[src/hdl/i2crt_pkg.sv]
// Shared types and constants for the I2C register target.
package i2crt_pkg;

  localparam int unsigned AddrW      = 7;
  localparam int unsigned ByteW      = 8;
  localparam int unsigned BitIdxW    = 4;
  localparam int unsigned ByteIdxW   = 2;
  localparam int unsigned CfgIndexW  = 8;

  localparam logic [AddrW-1:0]    FirstAddrReset  = 7'h42;
  localparam logic [AddrW-1:0]    SecondAddrReset = 7'h6F;
  localparam logic [BitIdxW-1:0]  AckSlot         = 4'd8;
  localparam logic [ByteIdxW-1:0] ByteAddr        = 2'd0;
  localparam logic [ByteIdxW-1:0] ByteOffset      = 2'd1;
  localparam logic [ByteIdxW-1:0] ByteData        = 2'd2;

  // Configuration register indexes
  localparam logic [CfgIndexW-1:0] CfgFirstAddr  = 8'd0;
  localparam logic [CfgIndexW-1:0] CfgSecondAddr = 8'd1;

  typedef struct packed {
    logic             scl_level;
    logic             sda_level;
    logic [ByteW-1:0] read_data;
  } in_item_t;

  typedef struct packed {
    logic             sda_drive;
    logic             write_strobe;
    logic [AddrW-1:0] write_device;
    logic [ByteW-1:0] write_offset;
    logic [ByteW-1:0] write_data;
    logic             fetch_strobe;
    logic [AddrW-1:0] fetch_device;
    logic [ByteW-1:0] fetch_offset;
  } out_item_t;

  typedef struct packed {
    logic [AddrW-1:0] first_target_address;
    logic [AddrW-1:0] second_target_address;
  } cfg_regs_t;

endpackage

[src/hdl/i2crt_cfg.sv]
// Configuration registers: the two acknowledged device addresses.
module i2crt_cfg (
  input  logic                                clk,
  input  logic                                rst_n,
  input  logic                                cfg_valid,
  input  logic [i2crt_pkg::CfgIndexW-1:0]     cfg_index,
  input  logic [i2crt_pkg::AddrW-1:0]         cfg_data,
  output i2crt_pkg::cfg_regs_t                regs
);

  i2crt_pkg::cfg_regs_t regs_r;

  always_ff @(posedge clk) begin
    if (!rst_n) begin
      regs_r.first_target_address  <= i2crt_pkg::FirstAddrReset;
      regs_r.second_target_address <= i2crt_pkg::SecondAddrReset;
    end else if (cfg_valid) begin
      // drop writes to unused indexes
      if (cfg_index == i2crt_pkg::CfgFirstAddr) begin
        regs_r.first_target_address <= cfg_data;
      end else if (cfg_index == i2crt_pkg::CfgSecondAddr) begin
        regs_r.second_target_address <= cfg_data;
      end
    end
  end

  assign regs = regs_r;

endmodule

[src/hdl/i2crt_core.sv]
// Bus state tracker: per-sample edge decode, shift register and byte protocol.
module i2crt_core (
  input  logic                  clk,
  input  logic                  rst_n,
  input  logic                  step,
  input  i2crt_pkg::in_item_t   sample,
  input  i2crt_pkg::cfg_regs_t  regs,
  output i2crt_pkg::out_item_t  result
);

  logic                               bus_idle_r, bus_idle_nxt;
  logic [i2crt_pkg::BitIdxW-1:0]      bit_index_r, bit_index_nxt;
  logic                               last_scl_r, last_scl_nxt;
  logic                               last_sda_r, last_sda_nxt;
  logic                               reading_r, reading_nxt;
  logic [i2crt_pkg::ByteW-1:0]        shift_byte_r, shift_byte_nxt;
  logic [i2crt_pkg::ByteIdxW-1:0]     byte_index_r, byte_index_nxt;
  logic [i2crt_pkg::AddrW-1:0]        target_address_r, target_address_nxt;
  logic [i2crt_pkg::ByteW-1:0]        register_offset_r, register_offset_nxt;
  logic                               sda_hold_r, sda_hold_nxt;
  i2crt_pkg::out_item_t               res;

  always_comb begin
    logic ack;
    logic scl;
    logic sda;
    scl = sample.scl_level;
    sda = sample.sda_level;
    ack = 1'b1;
    bus_idle_nxt        = bus_idle_r;
    bit_index_nxt       = bit_index_r;
    last_scl_nxt        = last_scl_r;
    last_sda_nxt        = last_sda_r;
    reading_nxt         = reading_r;
    shift_byte_nxt      = shift_byte_r;
    byte_index_nxt      = byte_index_r;
    target_address_nxt  = target_address_r;
    register_offset_nxt = register_offset_r;
    sda_hold_nxt        = sda_hold_r;
    res                 = '0;

    if (step && (scl != last_scl_r || sda != last_sda_r)) begin
      // start: both lines low while idle
      if (bus_idle_nxt && !scl && !sda) begin
        bus_idle_nxt  = 1'b0;
        bit_index_nxt = '0;
      end
      // stop: only recognized at bit index one
      if (!bus_idle_nxt && bit_index_nxt == 4'd1 && scl && sda && !last_sda_r) begin
        bus_idle_nxt   = 1'b1;
        byte_index_nxt = '0;
        reading_nxt    = 1'b0;
      end
      if (!bus_idle_nxt && scl && !last_scl_r) begin
        sda_hold_nxt = 1'b1;
        if (bit_index_nxt < i2crt_pkg::AckSlot) begin
          if (reading_nxt) begin
            if (bit_index_nxt == '0) begin
              shift_byte_nxt   = sample.read_data;
              res.fetch_strobe = 1'b1;
              res.fetch_device = target_address_nxt;
              res.fetch_offset = register_offset_nxt;
            end
            sda_hold_nxt   = shift_byte_nxt[i2crt_pkg::ByteW-1];
            shift_byte_nxt = {shift_byte_nxt[i2crt_pkg::ByteW-2:0], 1'b0};
          end else begin
            shift_byte_nxt = {shift_byte_nxt[i2crt_pkg::ByteW-2:0], sda};
          end
          bit_index_nxt = bit_index_nxt + 4'd1;
        end else begin
          if (reading_nxt) begin
            // controller NACK ends the read
            if (sda) begin
              byte_index_nxt = '0;
              reading_nxt    = 1'b0;
            end
          end else begin
            if (byte_index_nxt == i2crt_pkg::ByteAddr) begin
              target_address_nxt = shift_byte_nxt[i2crt_pkg::ByteW-1:1];
              reading_nxt        = shift_byte_nxt[0];
              if (target_address_nxt != regs.first_target_address &&
                  target_address_nxt != regs.second_target_address) begin
                ack = 1'b0;
              end
            end else if (byte_index_nxt == i2crt_pkg::ByteOffset) begin
              register_offset_nxt = shift_byte_nxt;
            end else begin
              res.write_strobe    = 1'b1;
              res.write_device    = target_address_nxt;
              res.write_offset    = register_offset_nxt;
              res.write_data      = shift_byte_nxt;
              register_offset_nxt = register_offset_nxt + 8'd1;
            end
            if (ack) begin
              sda_hold_nxt = 1'b0;
              if (byte_index_nxt < i2crt_pkg::ByteData) begin
                byte_index_nxt = byte_index_nxt + 2'd1;
              end
            end else begin
              byte_index_nxt = '0;
              reading_nxt    = 1'b0;
            end
          end
          bit_index_nxt = '0;
        end
      end
      last_scl_nxt = scl;
      last_sda_nxt = sda;
    end
    res.sda_drive = sda_hold_nxt;
  end

  always_ff @(posedge clk) begin
    if (!rst_n) begin
      bus_idle_r        <= 1'b1;
      bit_index_r       <= '0;
      last_scl_r        <= 1'b0;
      last_sda_r        <= 1'b0;
      reading_r         <= 1'b0;
      shift_byte_r      <= '0;
      byte_index_r      <= '0;
      target_address_r  <= '0;
      register_offset_r <= '0;
      sda_hold_r        <= 1'b0;
    end else begin
      bus_idle_r        <= bus_idle_nxt;
      bit_index_r       <= bit_index_nxt;
      last_scl_r        <= last_scl_nxt;
      last_sda_r        <= last_sda_nxt;
      reading_r         <= reading_nxt;
      shift_byte_r      <= shift_byte_nxt;
      byte_index_r      <= byte_index_nxt;
      target_address_r  <= target_address_nxt;
      register_offset_r <= register_offset_nxt;
      sda_hold_r        <= sda_hold_nxt;
    end
  end

  assign result = res;

  a_bit_index_range: assert property (@(posedge clk) disable iff (!rst_n)
    bit_index_r <= i2crt_pkg::AckSlot)
    else $error("bit index beyond acknowledge slot");

  a_byte_index_sat: assert property (@(posedge clk) disable iff (!rst_n)
    byte_index_r <= i2crt_pkg::ByteData)
    else $error("byte index beyond saturation");

  a_strobe_excl: assert property (@(posedge clk) disable iff (!rst_n)
    !(res.write_strobe && res.fetch_strobe))
    else $error("write and fetch in the same sample");

  a_write_advance: assert property (@(posedge clk) disable iff (!rst_n)
    res.write_strobe |=> register_offset_r == $past(register_offset_r) + 8'd1)
    else $error("offset did not advance after write");

  a_fetch_reading: assert property (@(posedge clk) disable iff (!rst_n)
    res.fetch_strobe |-> reading_r && bit_index_r == '0)
    else $error("fetch outside a read byte start");

endmodule

[src/hdl/i2c_register_target.sv]
// Top level of the I2C register target: handshake pipeline around the bus tracker.
//
// Each input transfer carries one sample of SCL and SDA plus the byte that the
// register backend offers for the current device and offset; every accepted
// sample yields exactly one result transfer. One sample is taken per clock when
// the output side keeps up. A sample is captured in the input register on its
// input transfer and is loaded into the result register when that register is
// empty or being emptied; the result transfer is made from there. The
// bus state is updated as a sample moves from the input register into the
// result register, so the short decode logic between those two registers sets
// the rate. A full result register with out_ready low stalls the input side;
// in_ready stays high while the input register can still advance. The two
// acknowledged addresses are written through the cfg_ port (index 0 and 1,
// other indexes ignored), which is always ready; write them only while no
// samples are in flight.
module i2c_register_target (
  input  logic                              clk,
  input  logic                              rst_n,
  input  logic                              in_valid,
  output logic                              in_ready,
  input  i2crt_pkg::in_item_t               in_item,
  output logic                              out_valid,
  input  logic                              out_ready,
  output i2crt_pkg::out_item_t              out_item,
  input  logic                              cfg_valid,
  output logic                              cfg_ready,
  input  logic [i2crt_pkg::CfgIndexW-1:0]   cfg_index,
  input  logic [i2crt_pkg::AddrW-1:0]       cfg_data
);

  logic                  s1_valid_r;
  i2crt_pkg::in_item_t   s1_item_r;
  logic                  out_valid_r;
  i2crt_pkg::out_item_t  out_item_r;
  logic                  advance;
  i2crt_pkg::cfg_regs_t  regs;
  i2crt_pkg::out_item_t  core_result;

  // Advance the input register into the result register when the result
  // register is empty or its content is being transferred out this cycle.
  assign advance   = s1_valid_r && (!out_valid_r || out_ready);
  assign in_ready  = !s1_valid_r || advance;
  assign cfg_ready = 1'b1;

  i2crt_cfg u_cfg (
    .clk       (clk),
    .rst_n     (rst_n),
    .cfg_valid (cfg_valid),
    .cfg_index (cfg_index),
    .cfg_data  (cfg_data),
    .regs      (regs)
  );

  // Bus state advances only on a sample that moves forward.
  i2crt_core u_core (
    .clk    (clk),
    .rst_n  (rst_n),
    .step   (advance),
    .sample (s1_item_r),
    .regs   (regs),
    .result (core_result)
  );

  // Input register: capture a sample on every input transfer.
  always_ff @(posedge clk) begin
    if (!rst_n) begin
      s1_valid_r <= 1'b0;
    end else if (in_ready) begin
      s1_valid_r <= in_valid;
    end
  end

  always_ff @(posedge clk) begin
    if (in_valid && in_ready) begin
      s1_item_r <= in_item;
    end
  end

  // Result register: hold until the downstream side takes it.
  always_ff @(posedge clk) begin
    if (!rst_n) begin
      out_valid_r <= 1'b0;
    end else if (advance) begin
      out_valid_r <= 1'b1;
    end else if (out_ready) begin
      out_valid_r <= 1'b0;
    end
  end

  always_ff @(posedge clk) begin
    if (advance) begin
      out_item_r <= core_result;
    end
  end

  assign out_valid = out_valid_r;
  assign out_item  = out_item_r;

  a_stall_holds_input: assert property (@(posedge clk) disable iff (!rst_n)
    s1_valid_r && !advance |=> s1_valid_r && $stable(s1_item_r))
    else $error("input register lost a sample while stalled");

  a_advance_needs_room: assert property (@(posedge clk) disable iff (!rst_n)
    advance |=> out_valid_r)
    else $error("advanced sample missing from result register");

  a_no_overwrite: assert property (@(posedge clk) disable iff (!rst_n)
    out_valid_r && !out_ready |-> !advance)
    else $error("result overwritten before transfer");

endmodule

[config.mk]
export PLATFORM = sky130hd
export DESIGN_NAME = i2c_register_target
export DESIGN_NICKNAME = d
export VERILOG_FILES = /design/src/hdl/i2crt_pkg.sv /design/src/hdl/i2crt_cfg.sv /design/src/hdl/i2crt_core.sv /design/src/hdl/i2c_register_target.sv
export SDC_FILE = /design/constraint.sdc
export NUM_CORES = 1
export LEC_CHECK = 0
export BUFFER_PORTS_ARGS = -buffer_cell sky130_fd_sc_hd__buf_2
export CORE_ASPECT_RATIO = 1.25
export CORE_UTILIZATION = 40
export CTS_CLUSTER_DIAMETER = 80
export DETAILED_ROUTE_END_ITERATION = 16
export PLACE_DENSITY_LB_ADDON = 0.15
export SETUP_SLACK_MARGIN = 0.15
export SYNTH_ARGS = -nofsm -noshare
export SYNTH_HDL_FRONTEND = slang
export SYNTH_SLANG_ARGS = --single-unit
[constraint.sdc]
create_clock -name clk -period 4.27 [get_ports clk]
set_clock_uncertainty 0.1 [all_clocks]
set_input_delay 0.2135 -clock clk [delete_from_list [all_inputs] [get_ports clk]]
set_output_delay 0.2135 -clock clk [all_outputs]
set_load 0.05 [all_outputs]
==> Word-level counts from Yosys, hierarchy flattened <==
Cells that the tools add are included.
{ "totals": {"word_cells": 122, "in_bits": 30, "mem_bits_ro": 0, "latch_bits": 0, "ff_bits": 101, "mem_bits_rw": 0, "mem_count": 0, "output_inout_bits": 44} }
{ "classes": {"eq_ne": 7, "reduce_logical": 36, "add_sub_neg": 3, "order_cmp": 2, "mux": 43, "bitwise": 6, "shift": 0, "mul": 0, "div": 0} }
{ "op_table": {"columns": ["op", "count"], "rows": [
  ["$mux W1", 26],
  ["$mux W24", 1],
  ["$mux W8", 3],
  ["$mux W16", 1],
  ["$mux W2", 8],
  ["$mux W4", 4],
  ["$reduce_and A5 Y1", 3],
  ["$ne A7 B7 Y1", 2],
  ["$logic_and A1 B1 Y1", 12],
  ["$add A8 B1 Y8 const B", 1],
  ["$eq A8 B1 Y1 const B", 1],
  ["$logic_not A1 Y1", 8],
  ["$logic_not A8 Y1", 1],
  ["$not A1 Y1", 6],
  ["$reduce_and A3 Y1", 2],
  ["$reduce_or A6 Y1", 1],
  ["$reduce_or A5 Y1", 1],
  ["$add A4 B1 Y4 const B", 1],
  ["$eq A4 B1 Y1 const B", 1],
  ["$logic_not A4 Y1", 1],
  ["$lt A4 B4 Y1 const B", 1],
  ["$reduce_and A4 Y1", 1],
  ["$logic_or A1 B1 Y1", 3],
  ["$add A2 B1 Y2 const B", 1],
  ["other kinds (6)", 7]
]} }

==> Longest topological paths before layout <==
Gate-level depths: netlist (run 1).
{ "logic_depth": {"ltp_word": 23, "ltp_mapped": 13, "mapped_depth_nobuf": 10} }

==> Cells and area by module <==
Synthesis (run 1) repeated with hierarchy kept, for this count alone.
{ "hier_totals": {"cells_unflattened": 410, "hier_area_um2": 4580.6} }
{ "by_module_without_submodules": {"columns": ["mod", "area_each_um2", "seq_area_each_um2", "n_inst", "cells_each"], "rows": [
  ["i2crt_core", 2313.5, 680.7, 1, 287],
  ["i2c_register_target", 1646.6, 1571.5, 1, 62],
  ["i2crt_cfg", 620.6, 280.3, 1, 61]
]} }

==> Least setup slack after synthesis (run 1) <==
No wires, ideal clock.
{ "synth_path": {"kind": "register -> register", "from": "reg out_valid_r, in the netlist out_valid", "to": "reg u_core.byte_index_r[1] in the netlist's numbering", "path_buffers": 0, "stages_incl_launch_ff": 6, "synth_period_minus_slack_ps": 3929, "setup_slack_ps": 341, "required_time_ps": 4038, "arrival_time_ps": 3697, "setup_time_ps": 132, "path_cell_list": "dfxtp_1 -> nor2b_1 -> nor2_1 -> o21ai_0 -> o31ai_1 -> a21oi_1"} }
{ "synth_between": {"elab_chain_cells": 4} }
{ "synth_lines": {"columns": ["item", "line_no", "source"], "rows": [
  ["from (decl)", "i2c_register_target.sv:33", "logic out_valid_r;"],
  ["from (signal assigned)", "i2c_register_target.sv:82", "out_valid_r <= 1'b0;"],
  ["from (signal assigned)", "i2c_register_target.sv:84", "out_valid_r <= 1'b1;"],
  ["from (signal assigned)", "i2c_register_target.sv:86", "out_valid_r <= 1'b0;"],
  ["$logic_not A1 Y1", "i2c_register_target.sv:41", "assign advance = s1_valid_r && (!out_valid_r || out_ready);"],
  ["$logic_or A1 B1 Y1", "i2c_register_target.sv:41", null],
  ["$logic_and A1 B1 Y1", "i2c_register_target.sv:41", null],
  ["via advance", "i2c_register_target.sv:35", "logic advance;"],
  ["$logic_and A1 B1 Y1", "i2crt_core.sv:42", "if (step && (scl != last_scl_r || sda != last_sda_r)) begin"],
  ["to (signal assigned)", "i2crt_core.sv:132", "byte_index_r <= byte_index_nxt;"],
  ["to (decl)", "i2crt_core.sv:17", "logic [i2crt_pkg::ByteIdxW-1:0] byte_index_r, byte_index_nxt;"]
]} }
The timed path passes the listed nets, and every way through them passes these cells.
A chain may end at the register's enable or synchronous reset.

==> Final worst setup path (run 1) <==
{ "layout_path": {"from": "reg s1_item_r[8] in the netlist's numbering", "to": "reg u_core.register_offset_r[7] in the netlist's numbering"} }
{ "layout_between": {"elab_chain_cells": 15, "elab_cells_between_ends": 32, "cone_classes": "1 x order compare; 3 x eq/ne; 11 x mux; 3 x bitwise; 14 x reduce/logical"} }
{ "layout_lines": {"columns": ["item", "line_no", "source"], "rows": [
  ["from (decl)", "i2c_register_target.sv:32", "i2crt_pkg::in_item_t s1_item_r;"],
  ["from (signal assigned)", "i2c_register_target.sv:75", "s1_item_r <= in_item;"],
  ["$logic_not A1 Y1", "i2crt_core.sv:44", "if (bus_idle_nxt && !scl && !sda) begin"],
  ["$logic_and A1 B1 Y1", "i2crt_core.sv:44", null],
  ["$mux W4 / $mux W1 (equally long branches)", "i2crt_core.sv:44", null],
  ["$mux W4 / $mux W1 (equally long branches)", "i2crt_core.sv:42", null],
  ["$eq A4 B1 Y1 / $logic_not A1 Y1 (equally long branches)", "i2crt_core.sv:49", "if (!bus_idle_nxt && bit_index_nxt == 4'd1 && scl && sda && !last_sda_r) begin"],
  ["$logic_and A1 B1 Y1 (4 in a row)", "i2crt_core.sv:49", null],
  ["$mux W1", "i2crt_core.sv:49", null],
  ["$mux W1", "i2crt_core.sv:42", null],
  ["$logic_not A1 Y1", "i2crt_core.sv:54", "if (!bus_idle_nxt && scl && !last_scl_r) begin"],
  ["$logic_and A1 B1 Y1 (2 in a row)", "i2crt_core.sv:54", null],
  ["$reduce_and A5 Y1 (no source line)", null, null],
  ["to (signal assigned)", "i2crt_core.sv:134", "register_offset_r <= register_offset_nxt;"],
  ["to (decl)", "i2crt_core.sv:19", "logic [i2crt_pkg::ByteW-1:0] register_offset_r, register_offset_nxt;"]
]} }
Parallel ways exist; a longest one is shown, timed or not. The select of a mux whose other input is x is not followed.

==> results by group, run 1 <==
Status
  • Status: completed

Timing
  • Slew Limit Fails: 0
  • Final period util: 68.1%
  • RSZ-0062 raised after global routing: no
  • Relative slew slack: 35.8%
  • TNS Setup: 0 ns
  • F_max: 344 MHz
  • Period minus WS final: 2.91 ns
  • Setup violators final: 0
  • Final hold vios: 0
  • Final worst slack: 1.36 ns
  • Worst-Margin Slew: 0.962 ns

Placement
  • DP HPWL: 6.29 mm
  • Final GP Congestion: 0.872
  • Post-DP Area: 4850 um^2
  • Dpl ws: 1.39 ns
  • Port buffer count: 72

Synthesis
  • Warnings, synthesis: 0
  • Sequential-to-total area share from yosys stat: 57.1%
  • Syn Area/Cell: 10.9 um^2
  • Post-synth EDFFs: 51
  • Synth Flop Type: edfxtp_1
  • Asr flop ratio synth: 0%
  • Synth Register Bits: 101
  • Post-Syn Nets: 442
  • Synth Cell Area: 4430 um^2
  • Cell variety after synth: 55
  • Gate Count Post-Synth: 408

Worst setup path
  • Critical path class: reg -> reg
  • Slowest stage cell, crit path: a311oi_2
  • Crit Path Max Fanout: 15
  • Critical path arrival: 3.04 ns
  • Most used cell, CP: nand2_1
  • Critical path launch point type: flip-flop
  • Crit path capture type: flip-flop
  • Worst EP required: 4.41 ns
  • Largest stage delay, worst path: 0.84 ns
  • Crit path cell chain: nor2_1, nand2_1, nand2_1, inv_1, ha_1, and4b_4, a311oi_2, nor4_1, a21oi_1, o22ai_1
  • Reg2Reg Setup Slack: 1.36 ns

Drt
  • WL final: 9.32 mm
  • Post-DR vias/cell: 5.16
  • Max Used Layer: met4
  • 1st-iter DRT viols: 112
  • Met2 routed WL: 4.49 mm
  • Vias: 3176
  • 1st-pass router iterations: 4
  • Drc violations: 0
  • Antenna Violating Nets Remaining: 0
  • Post-Route M1 WL: 4.26 mm
  • Routed wl met3: 370 um
  • Routed len/inst: 15.2 um

Layout
  • Multi-input logic area: 1750 um^2
  • Reg area: 2530 um^2
  • Fin area: 5240 um^2
  • Layout Nets: 512
  • Filler cells: 1039
  • Layout cell share with drive strength beyond 1: 21.7%
  • Area grow syn2layout: 18.1%
  • Antenna Cells: 0

Clocking
  • CTS tree: built
  • Post-CTS Setup Inserts: 0
  • Post-CTS Resized: 0
  • CTS root buf: clkbuf_16
  • Bufs on Longest Clock Path: 2
  • Clk sinks: 101
  • # H-tree levels: 3
  • Worst-skew pair later-pin latency: 0.35 ns
  • Number of CTS-inserted buffers: 9
  • Worst-path clk slew: 0.07 ns

Worst hold path
  • Hold Path Class: in -> reg

Global routing
  • Largest net degree at the start of global routing: 46
  • Initial antenna violation count: 0
  • Vias in the first global route: 2984
  • First-pass GRT wire length: 15.0 mm
  • Gr ovfl total: 0
  • Gr usage total: 17.2%

Die
  • CORE AREA: 10700 um^2
  • Die width: 96.2 um
  • Die height: 120 um
  • Initial Util: 41.6%
  • # IOs: 74
  • Row cnt: 42
  • Total Die Area: 11500 um^2

Power and ir drop
  • Worst vdd ir: 0.178 mV
  • Cell Pwr Density: 363 nW/um^2
  • Pleak: 0.00203 uW

Flow run
  • Max Cap Viol: 0
cells by family after synthesis:
kind of cell	count (synthesis)	synth area share, %
compound gates	79	10.8
flops	101	57.1
buf+inv	34	3.56
xor+xnor	16	3.16
simple gates	150	19.0
mux	23	5.19
fa+ha+maj	4	1.13
other cells	1	0.0846
cells in the mapped netlist (14+ instances only):
cell / n / share of area (%)
nor2_1: 21 / 1.8
nand2_1: 39 / 3.3
and2_1: 17 / 2.4
nand3_1: 16 / 1.8
dfxtp_1: 50 / 23
a21oi_1: 38 / 4.3
o21ai_0: 16 / 1.8
and3_1: 22 / 3.1
mux2i_1: 23 / 5.2
edfxtp_1: 51 / 35
clkbuf_1: 16 / 1.4
xnor2_1: 14 / 2.8
repair_timing:
| action | CTS | global route |
|---|---|---|
| hold endpoints to repair | 12 | 0 |
| hold buffers | 12 | 0 |
| endpoints found under the setup margin | 0 | 0 |
registers in the layout, summed over array words and instances, names as in the netlist:
name                      flops
out_item                     41
u_cfg.regs                   14
s1_item_r                    10
u_core.register_offset_r      8
u_core.shift_byte_r           8
u_core.target_address_r       7
u_core.bit_index_r            4
u_core.byte_index_r           2
out_valid                     1
s1_valid_r                    1
u_core.bus_idle_r             1
u_core.last_scl_r             1
u_core.last_sda_r             1
u_core.reading_r              1
u_core.sda_hold_r             1
per-stage QoR:
| stage | hold slack (ns) | power [uW] | std cells | util [%] |
|---|---|---|---|---|
| after floorplan | 0.212 | 1130 | 408 | - |
| final | 0.00684 | 1900 | 615 | 49.1 |
| after global placement | 0.291 | 1160 | 587 | 45.5 |
| after detailed placement | 0.292 | 1170 | 587 | 45.5 |
| after CTS | 0.00412 | 1910 | 615 | 49.1 |
| after global routing | 0.0180 | 1970 | 615 | 49.1 |
cell usage in the layout (no fill, tap or decap), drive strengths merged, types with 17 or more instances in the layout:
| cell type | instances |
|---|---|
| nor2 | 22 |
| and3 | 25 |
| and2 | 18 |
| nand3 | 17 |
| edfxtp | 51 |
| buf | 74 |
| o21ai | 18 |
| nand2 | 39 |
| a21oi | 38 |
| dfxtp | 50 |
| mux2i | 23 |
where the power goes:
| part | total [uW] | switching, uW | leakage [uW] | internal [uW] |
|---|---|---|---|---|
| clock | 748 | 355 | 0.000128 | 394 |
| combinational | 106 | 74.2 | 0.000970 | 32.2 |
| sequential | 1040 | 10.1 | 0.000932 | 1030 |
final timing paths:
kind | cells after the start | to | start
max | 10 | u_core.register_offset_r[7]$_SDFFE_PN0P_ | s1_item_r[8]$_DFFE_PP_
max reg2reg | 10 | u_core.register_offset_r[7]$_SDFFE_PN0P_ | s1_item_r[8]$_DFFE_PP_
min reg2reg | 2 | u_core.target_address_r[2]$_SDFFE_PN0P_ | u_core.target_address_r[2]$_SDFFE_PN0P_
min | 3 | u_cfg.regs[5]$_SDFFE_PN1P_ | cfg_data[5]
critical path: cells and delay by family (launching register included):
kind                     cells  cell delay [ns]
AO/OA/AOI/OAI                3             1.09
adder cells (fa/ha/maj)      1             0.20
buffers and inverters        1             0.08
flip-flops                   1             0.52
AND/OR/NAND/NOR              5             0.81
area by class of cell:
class | count | area share, %
inverter | 7 | 0.502
timing repair buffer | 86 | 9.46
sequential | 101 | 48.4
multi-input combinational | 273 | 33.4
clock inverter | 6 | 0.717
tap | 132 | 3.15
clock buffer | 10 | 4.37
layer usage:
metal	global-route usage [%]	up-vias
li1	-	1611
met1	22.2	1470
met2	27.9	81
met3	2.79	14
met4	7.93	0
met5	0	-
Note: power is estimated with default switching activity, not from simulation.
==> run 2: changes to the inputs <==
- clock period: 4.27 -> 2.9 ns (I/O delays scaled with it)
==> run 2 against run 1 <==
Clock power grew 55%. Sequential power grew 47%. Final area grew 3.5%. Final cell count grew 3.1%. Sequential share of layout area down 1.6 points. Via count is 2.3% higher. Power increased by 51%. Register-to-register slack worse by 1.0 ns.
==> results by group, run 2 (synthesis results as in run 1) <==
Timing
  • Relative slew slack: 45.8% (+10 points)
  • Setup violators final: 0 (unchanged)
  • TNS Setup: 0 ns (unchanged)
  • Worst-Margin Slew: 0.804 ns (-0.158 ns)
  • F_max: 387 MHz (+12%)
  • Slew Limit Fails: 0 (unchanged)
  • Final hold vios: 0 (unchanged)
  • Period minus WS final: 2.59 ns (-0.322 ns)
  • RSZ-0062 raised after global routing: no
  • Worst Hold Slack: 0.0454 ns (+0.0386 ns)
  • Final period util: 89.2% (+21 points)

Power and ir drop
  • Cell Pwr Density: 528 nW/um^2 (+46%)
  • Pleak: 0.00213 uW (+5.0%)
  • Worst vdd ir: 0.269 mV (+51%)

Clocking
  • CTS root buf: clkbuf_16
  • Bufs on Longest Clock Path: 2 (unchanged)
  • Clk sinks: 101 (unchanged)
  • Worst-skew pair later-pin latency: 0.35 ns (about the same)
  • # H-tree levels: 3 (unchanged)
  • Worst-path clk slew: 0.07 ns (about the same)
  • CTS tree: built
  • Number of CTS-inserted buffers: 9 (unchanged)

Drt
  • 1st-pass router iterations: 4 (unchanged)
  • Vias: 3248 (+2.3%)
  • WL final: 9.44 mm (+1.3%)
  • Routed len/inst: 14.9 um (-1.8%)
  • Post-DR vias/cell: 5.12 (-0.80%)
  • Drc violations: 0 (unchanged)
  • Antenna Violating Nets Remaining: 0 (unchanged)
  • 1st-iter DRT viols: 125 (+12%)

Global routing
  • Vias in the first global route: 3026 (+1.4%)
  • Initial antenna violation count: 0 (unchanged)
  • Gr ovfl total: 0 (unchanged)
  • Gr usage total: 17.5% (+0.25 points)
  • First-pass GRT wire length: 15.1 mm (+0.55%)
  • Largest net degree at the start of global routing: 45 (-2.2%)

Placement
  • DP HPWL: 6.50 mm (+3.4%)
  • Port buffer count: 72 (unchanged)
  • Final GP Congestion: 0.872 (about the same)
  • Post-DP Area: 4930 um^2 (+1.5%)

Worst setup path
  • Crit path capture type: flip-flop
  • Worst EP required: 3.08 ns (-1.33 ns)
  • WP buf/inv: 2 (+1)
  • Largest stage delay, worst path: 0.44 ns (-0.40 ns)
  • Critical path arrival: 2.76 ns (-0.28 ns)
  • Crit path cell chain: nor2_1, nand2_1, nand2_1, inv_1, ha_1, and4b_4, and3_1, a211oi_4, buf_4, o21ai_0, a21oi_1
  • Worst path top cell family by delay: simple AND/OR/NAND/NOR gates
  • Critical path class: reg -> reg
  • Slowest stage cell, crit path: edfxtp_1
  • Crit Path Max Fanout: 16 (+1)
  • Most used cell, CP: nand2_1
  • Critical path launch point type: flip-flop

Flow run
  • Max Cap Viol: 0 (unchanged)

Layout
  • Antenna Cells: 0 (unchanged)
  • Most frequent cells in the layout: buf_2 (72), edfxtp_1 (51), dfxtp_1 (50), nand2_1 (39), a21oi_1 (38)
  • Final core occ: 50.8% (+1.7 points)
  • Max reg flops: 41 (unchanged)
  • Layout cell share with drive strength beyond 1: 24.1% (+2.4 points)
  • Commonest non-fill, non-tap cell in the layout: buf_2
  • Fin area: 5420 um^2 (+3.5%)
  • Area grow syn2layout: 22.2%
  • Layout Nets: 531 (+3.7%)

Die
  • Die width: 96.2 um (unchanged)
  • Die height: 120 um (unchanged)
  • CORE AREA: 10700 um^2 (unchanged)
  • Row cnt: 42 (unchanged)
  • Initial Util: 41.6% (unchanged)
  • Total Die Area: 11500 um^2 (unchanged)
  • # IOs: 74 (unchanged)

Worst hold path
  • Hold Path Class: in -> reg

Status
  • Status: completed
-- run 2: final cells by class --
cell class	instances	area [um^2]
Inverter	7	26.3
Fill cell	1020	5250
Tap cell	132	165
Multi-Input combinational cell	273	1760
Clock inverter	7	60.1
Sequential cell	101	2530
Timing Repair Buffer	105	653
Clock buffer	9	225
-- run 2: through the flow --
| stage | cells | setup slack, ns | total power (uW) |
|---|---|---|---|
| after floorplan | 408 | 0.384 | 1670 |
| after global routing | 634 | 0.116 | 2960 |
| after CTS | 631 | 0.248 | 2890 |
| final | 634 | 0.314 | 2860 |
| after detailed placement | 597 | 0.259 | 1720 |
| after global placement | 597 | 0.330 | 1720 |
-- run 2: path summary, 6_finish.rpt --
check	depth (start not counted)	start	endpoint	slack (ns)
max	11	s1_item_r[9]$_DFFE_PP_	u_core.shift_byte_r[5]$_SDFFE_PN0P_	0.31
min	3	rst_n	u_cfg.regs[4]$_SDFFE_PN0P_	0.05
max reg2reg	11	s1_item_r[9]$_DFFE_PP_	u_core.shift_byte_r[5]$_SDFFE_PN0P_	0.31
min reg2reg	2	u_core.target_address_r[5]$_SDFFE_PN0P_	u_core.target_address_r[5]$_SDFFE_PN0P_	0.37
-- run 2: where the power goes --
group	internal, uW	switching, uW
clock network	596	561
logic	59.3	113
registers	1520	12.7
total	2180	687
-- run 2: worst min-delay path: cells and delay by family --
family        cells  cell delay (ns)
buf+inv           2             0.24
simple gates      1             0.06
-- run 2: repair_timing --
action / in CTS / in global routing
hold buffers: 18 / 0
endpoints found under the hold margin: 25 / 0
resized for setup: 0 / 1
endpoints found under the setup margin: 0 / 8
buffers inserted: 0 / 3
-- run 2: layer usage --
layer / vias up / global-route usage, % / wire, um
met1: 1529 / 22.0 / 4160
met5: - / 0 / 0
met3: 15 / 2.79 / 363
met4: 0 / 8.40 / 235
met2: 69 / 28.7 / 4680
li1: 1635 / - / -
==> run 3: changes to the inputs <==
- CORE_UTILIZATION: 40 -> 43
==> run 3 against run 2 <==
Register-to-register slack about the same. Die area fell by 6.8%. Combinational power about the same. Global-route usage up 0.48 points. Critical path depth down 1. Power rose by 1.2%. Final cell count fell by 0.63%. First-iteration DRC count increased by 5.6%. Worst setup slack gained 0.00073 ns. Final area decreased by 0.18%. Flip-flop and latch count stayed put. Wire length shrank 1.9%. Highest routed layer unchanged.
==> results by group, run 3 (synthesis results as in run 1) <==
Worst setup path
  • Crit Path Max Fanout: 7 (-9)
  • Critical path class: reg -> reg
  • Worst EP required: 3.03 ns (-0.05 ns)
  • Largest stage delay, worst path: 0.46 ns (+0.02 ns)
  • Crit path cell chain: nor2_1, nand2_1, nand2_1, inv_1, ha_1, and4b_4, and3_1, or3_1, a21oi_1, o22ai_1
  • Most used cell, CP: nand2_1
  • Critical path arrival: 2.72 ns (-0.04 ns)
  • WP buf/inv: 1 (-1)
  • Worst path top cell family by delay: simple AND/OR/NAND/NOR gates
  • Critical path launch point type: flip-flop
  • Crit path capture type: flip-flop
  • Slowest stage cell, crit path: or3_1

Global routing
  • First-pass GRT wire length: 14.8 mm (-2.0%)
  • Initial antenna violation count: 0 (unchanged)
  • Gr ovfl total: 0 (unchanged)
  • Vias in the first global route: 3080 (+1.8%)
  • Largest net degree at the start of global routing: 45 (unchanged)
  • Gr usage total: 18.0% (+0.48 points)

Clocking
  • Number of CTS-inserted buffers: 9 (unchanged)
  • CTS root buf: clkbuf_16
  • Worst-path clk slew: 0.07 ns (about the same)
  • Clk sinks: 101 (unchanged)
  • CTS tree: built
  • Worst-skew pair later-pin latency: 0.35 ns (about the same)
  • # H-tree levels: 3 (unchanged)
  • Bufs on Longest Clock Path: 2 (unchanged)
  • Cts-stage hold buffer count: 18 (unchanged)
  • Post-CTS Resized: 0 (unchanged)
  • Post-CTS Setup Inserts: 0 (unchanged)

Placement
  • Dpl ws: 0.335 ns (+0.0762 ns)
  • DP HPWL: 6.42 mm (-1.4%)
  • Port buffer count: 72 (unchanged)
  • Final GP Congestion: 0.869 (-0.30%)

Die
  • Total Die Area: 10700 um^2 (-6.8%)
  • CORE AREA: 10100 um^2 (-5.7%)
  • # IOs: 74 (unchanged)
  • Row cnt: 41 (-2.4%)
  • Die height: 116 um (-3.5%)
  • Initial Util: 44.1% (+2.5 points)
  • Die width: 92.8 um (-3.5%)

Power and ir drop
  • Worst vdd ir: 0.271 mV (+0.76%)
  • Pleak: 0.00212 uW (-0.32%)
  • Cell Pwr Density: 536 nW/um^2 (+1.4%)

Layout
  • Max reg flops: 41 (unchanged)
  • Reg area: 2530 um^2 (unchanged)
  • Layout cell share with drive strength beyond 1: 23.6% (-0.55 points)
  • Layout Nets: 530 (-0.19%)
  • Area grow syn2layout: 22.0%
  • Filler cells: 938 (-8.0%)
  • Antenna Cells: 0 (unchanged)
  • Commonest non-fill, non-tap cell in the layout: buf_2
  • Multi-input logic area: 1750 um^2 (-0.28%)
  • Most frequent cells in the layout: buf_2 (72), edfxtp_1 (51), dfxtp_1 (50), nand2_1 (39), a21oi_1 (38)

Timing
  • RSZ-0062 raised after global routing: no
  • Relative slew slack: 47.7% (+1.9 points)
  • Setup violators final: 0 (unchanged)
  • Slew Limit Fails: 0 (unchanged)
  • F_max: 387 MHz (about the same)
  • TNS Setup: 0 ns (unchanged)
  • Final period util: 89.1% (about the same)
  • Final hold vios: 0 (unchanged)
  • Worst-Margin Slew: 0.776 ns (-0.0277 ns)
  • Period minus WS final: 2.59 ns (-0.000726 ns)
  • Final worst slack: 0.315 ns (+0.000726 ns)

Drt
  • Drc violations: 0 (unchanged)
  • Post-DR vias/cell: 5.19 (+1.2%)
  • Vias: 3267 (+0.58%)
  • 1st-pass router iterations: 4 (unchanged)
  • WL final: 9.25 mm (-1.9%)
  • Antenna Violating Nets Remaining: 0 (unchanged)
  • 1st-iter DRT viols: 132 (+5.6%)
  • Routed len/inst: 14.7 um (-1.3%)

Flow run
  • Max Cap Viol: 0 (unchanged)

Status
  • Status: completed

Worst hold path
  • Hold Path Class: in -> reg
==> run 3: stage by stage <==
stage | hold WS, ns | utilization (%) | power (uW) | cells | cell area (um^2)
detailed placement | 0.223 | 49.1 | 1720 | 596 | 4940
global placement | 0.223 | 49.1 | 1720 | 596 | 4940
CTS | 0.0586 | 53.8 | 2930 | 630 | 5410
finish | 0.0564 | 53.8 | 2900 | 630 | 5410
floorplan | 0.144 | - | 1670 | 408 | 4440
global route | 0.0775 | 53.8 | 3000 | 630 | 5410
==> run 3: per-layer routing <==
| metal | GRT usage (%) | up-vias | part of all wire [%] |
|---|---|---|---|
| li1 | - | 1644 | - |
| met1 | 21.7 | 1524 | 43 |
| met2 | 30.6 | 83 | 50 |
| met3 | 4.00 | 16 | 4.4 |
| met4 | 8.10 | 0 | 2.0 |
| met5 | 0 | - | 0 |
==> run 3: layout make-up <==
| cell class | count | area share (%) |
|---|---|---|
| flip-flops and latches | 101 | 46.8 |
| well taps | 129 | 2.98 |
| inverters | 7 | 0.486 |
| clock buffers | 11 | 4.30 |
| clock inverters | 5 | 1.09 |
| multi-input cells | 273 | 32.4 |
| repair buffers | 104 | 11.9 |
==> run 3: power by group <==
group	switching, uW	internal [uW]
clock	522	671
combinational	113	57.8
sequential	12.1	1520
total	647	2250
==> run 3: worst paths after layout <==
check                                                  end  slack [ns]                                    start  cells past startpoint
setup / recovery  u_core.register_offset_r[6]$_SDFFE_PN0P_        0.31                   s1_item_r[9]$_DFFE_PP_                     10
hold / removal                  u_cfg.regs[7]$_SDFFE_PN0P_        0.06                                    rst_n                      3
setup reg to reg  u_core.register_offset_r[6]$_SDFFE_PN0P_        0.31                   s1_item_r[9]$_DFFE_PP_                     10
hold reg to reg    u_core.target_address_r[5]$_SDFFE_PN0P_        0.36  u_core.target_address_r[5]$_SDFFE_PN0P_                      2
==> run 3: worst register-to-register path, stage by stage, from the launching register on <==
cell      delay (ns)
edfxtp_1        0.40
nor2_1          0.12
nand2_1         0.17
nand2_1         0.16
inv_1           0.07
ha_1            0.19
and4b_4         0.22
and3_1          0.28
or3_1           0.47
a21oi_1         0.20
o22ai_1         0.10
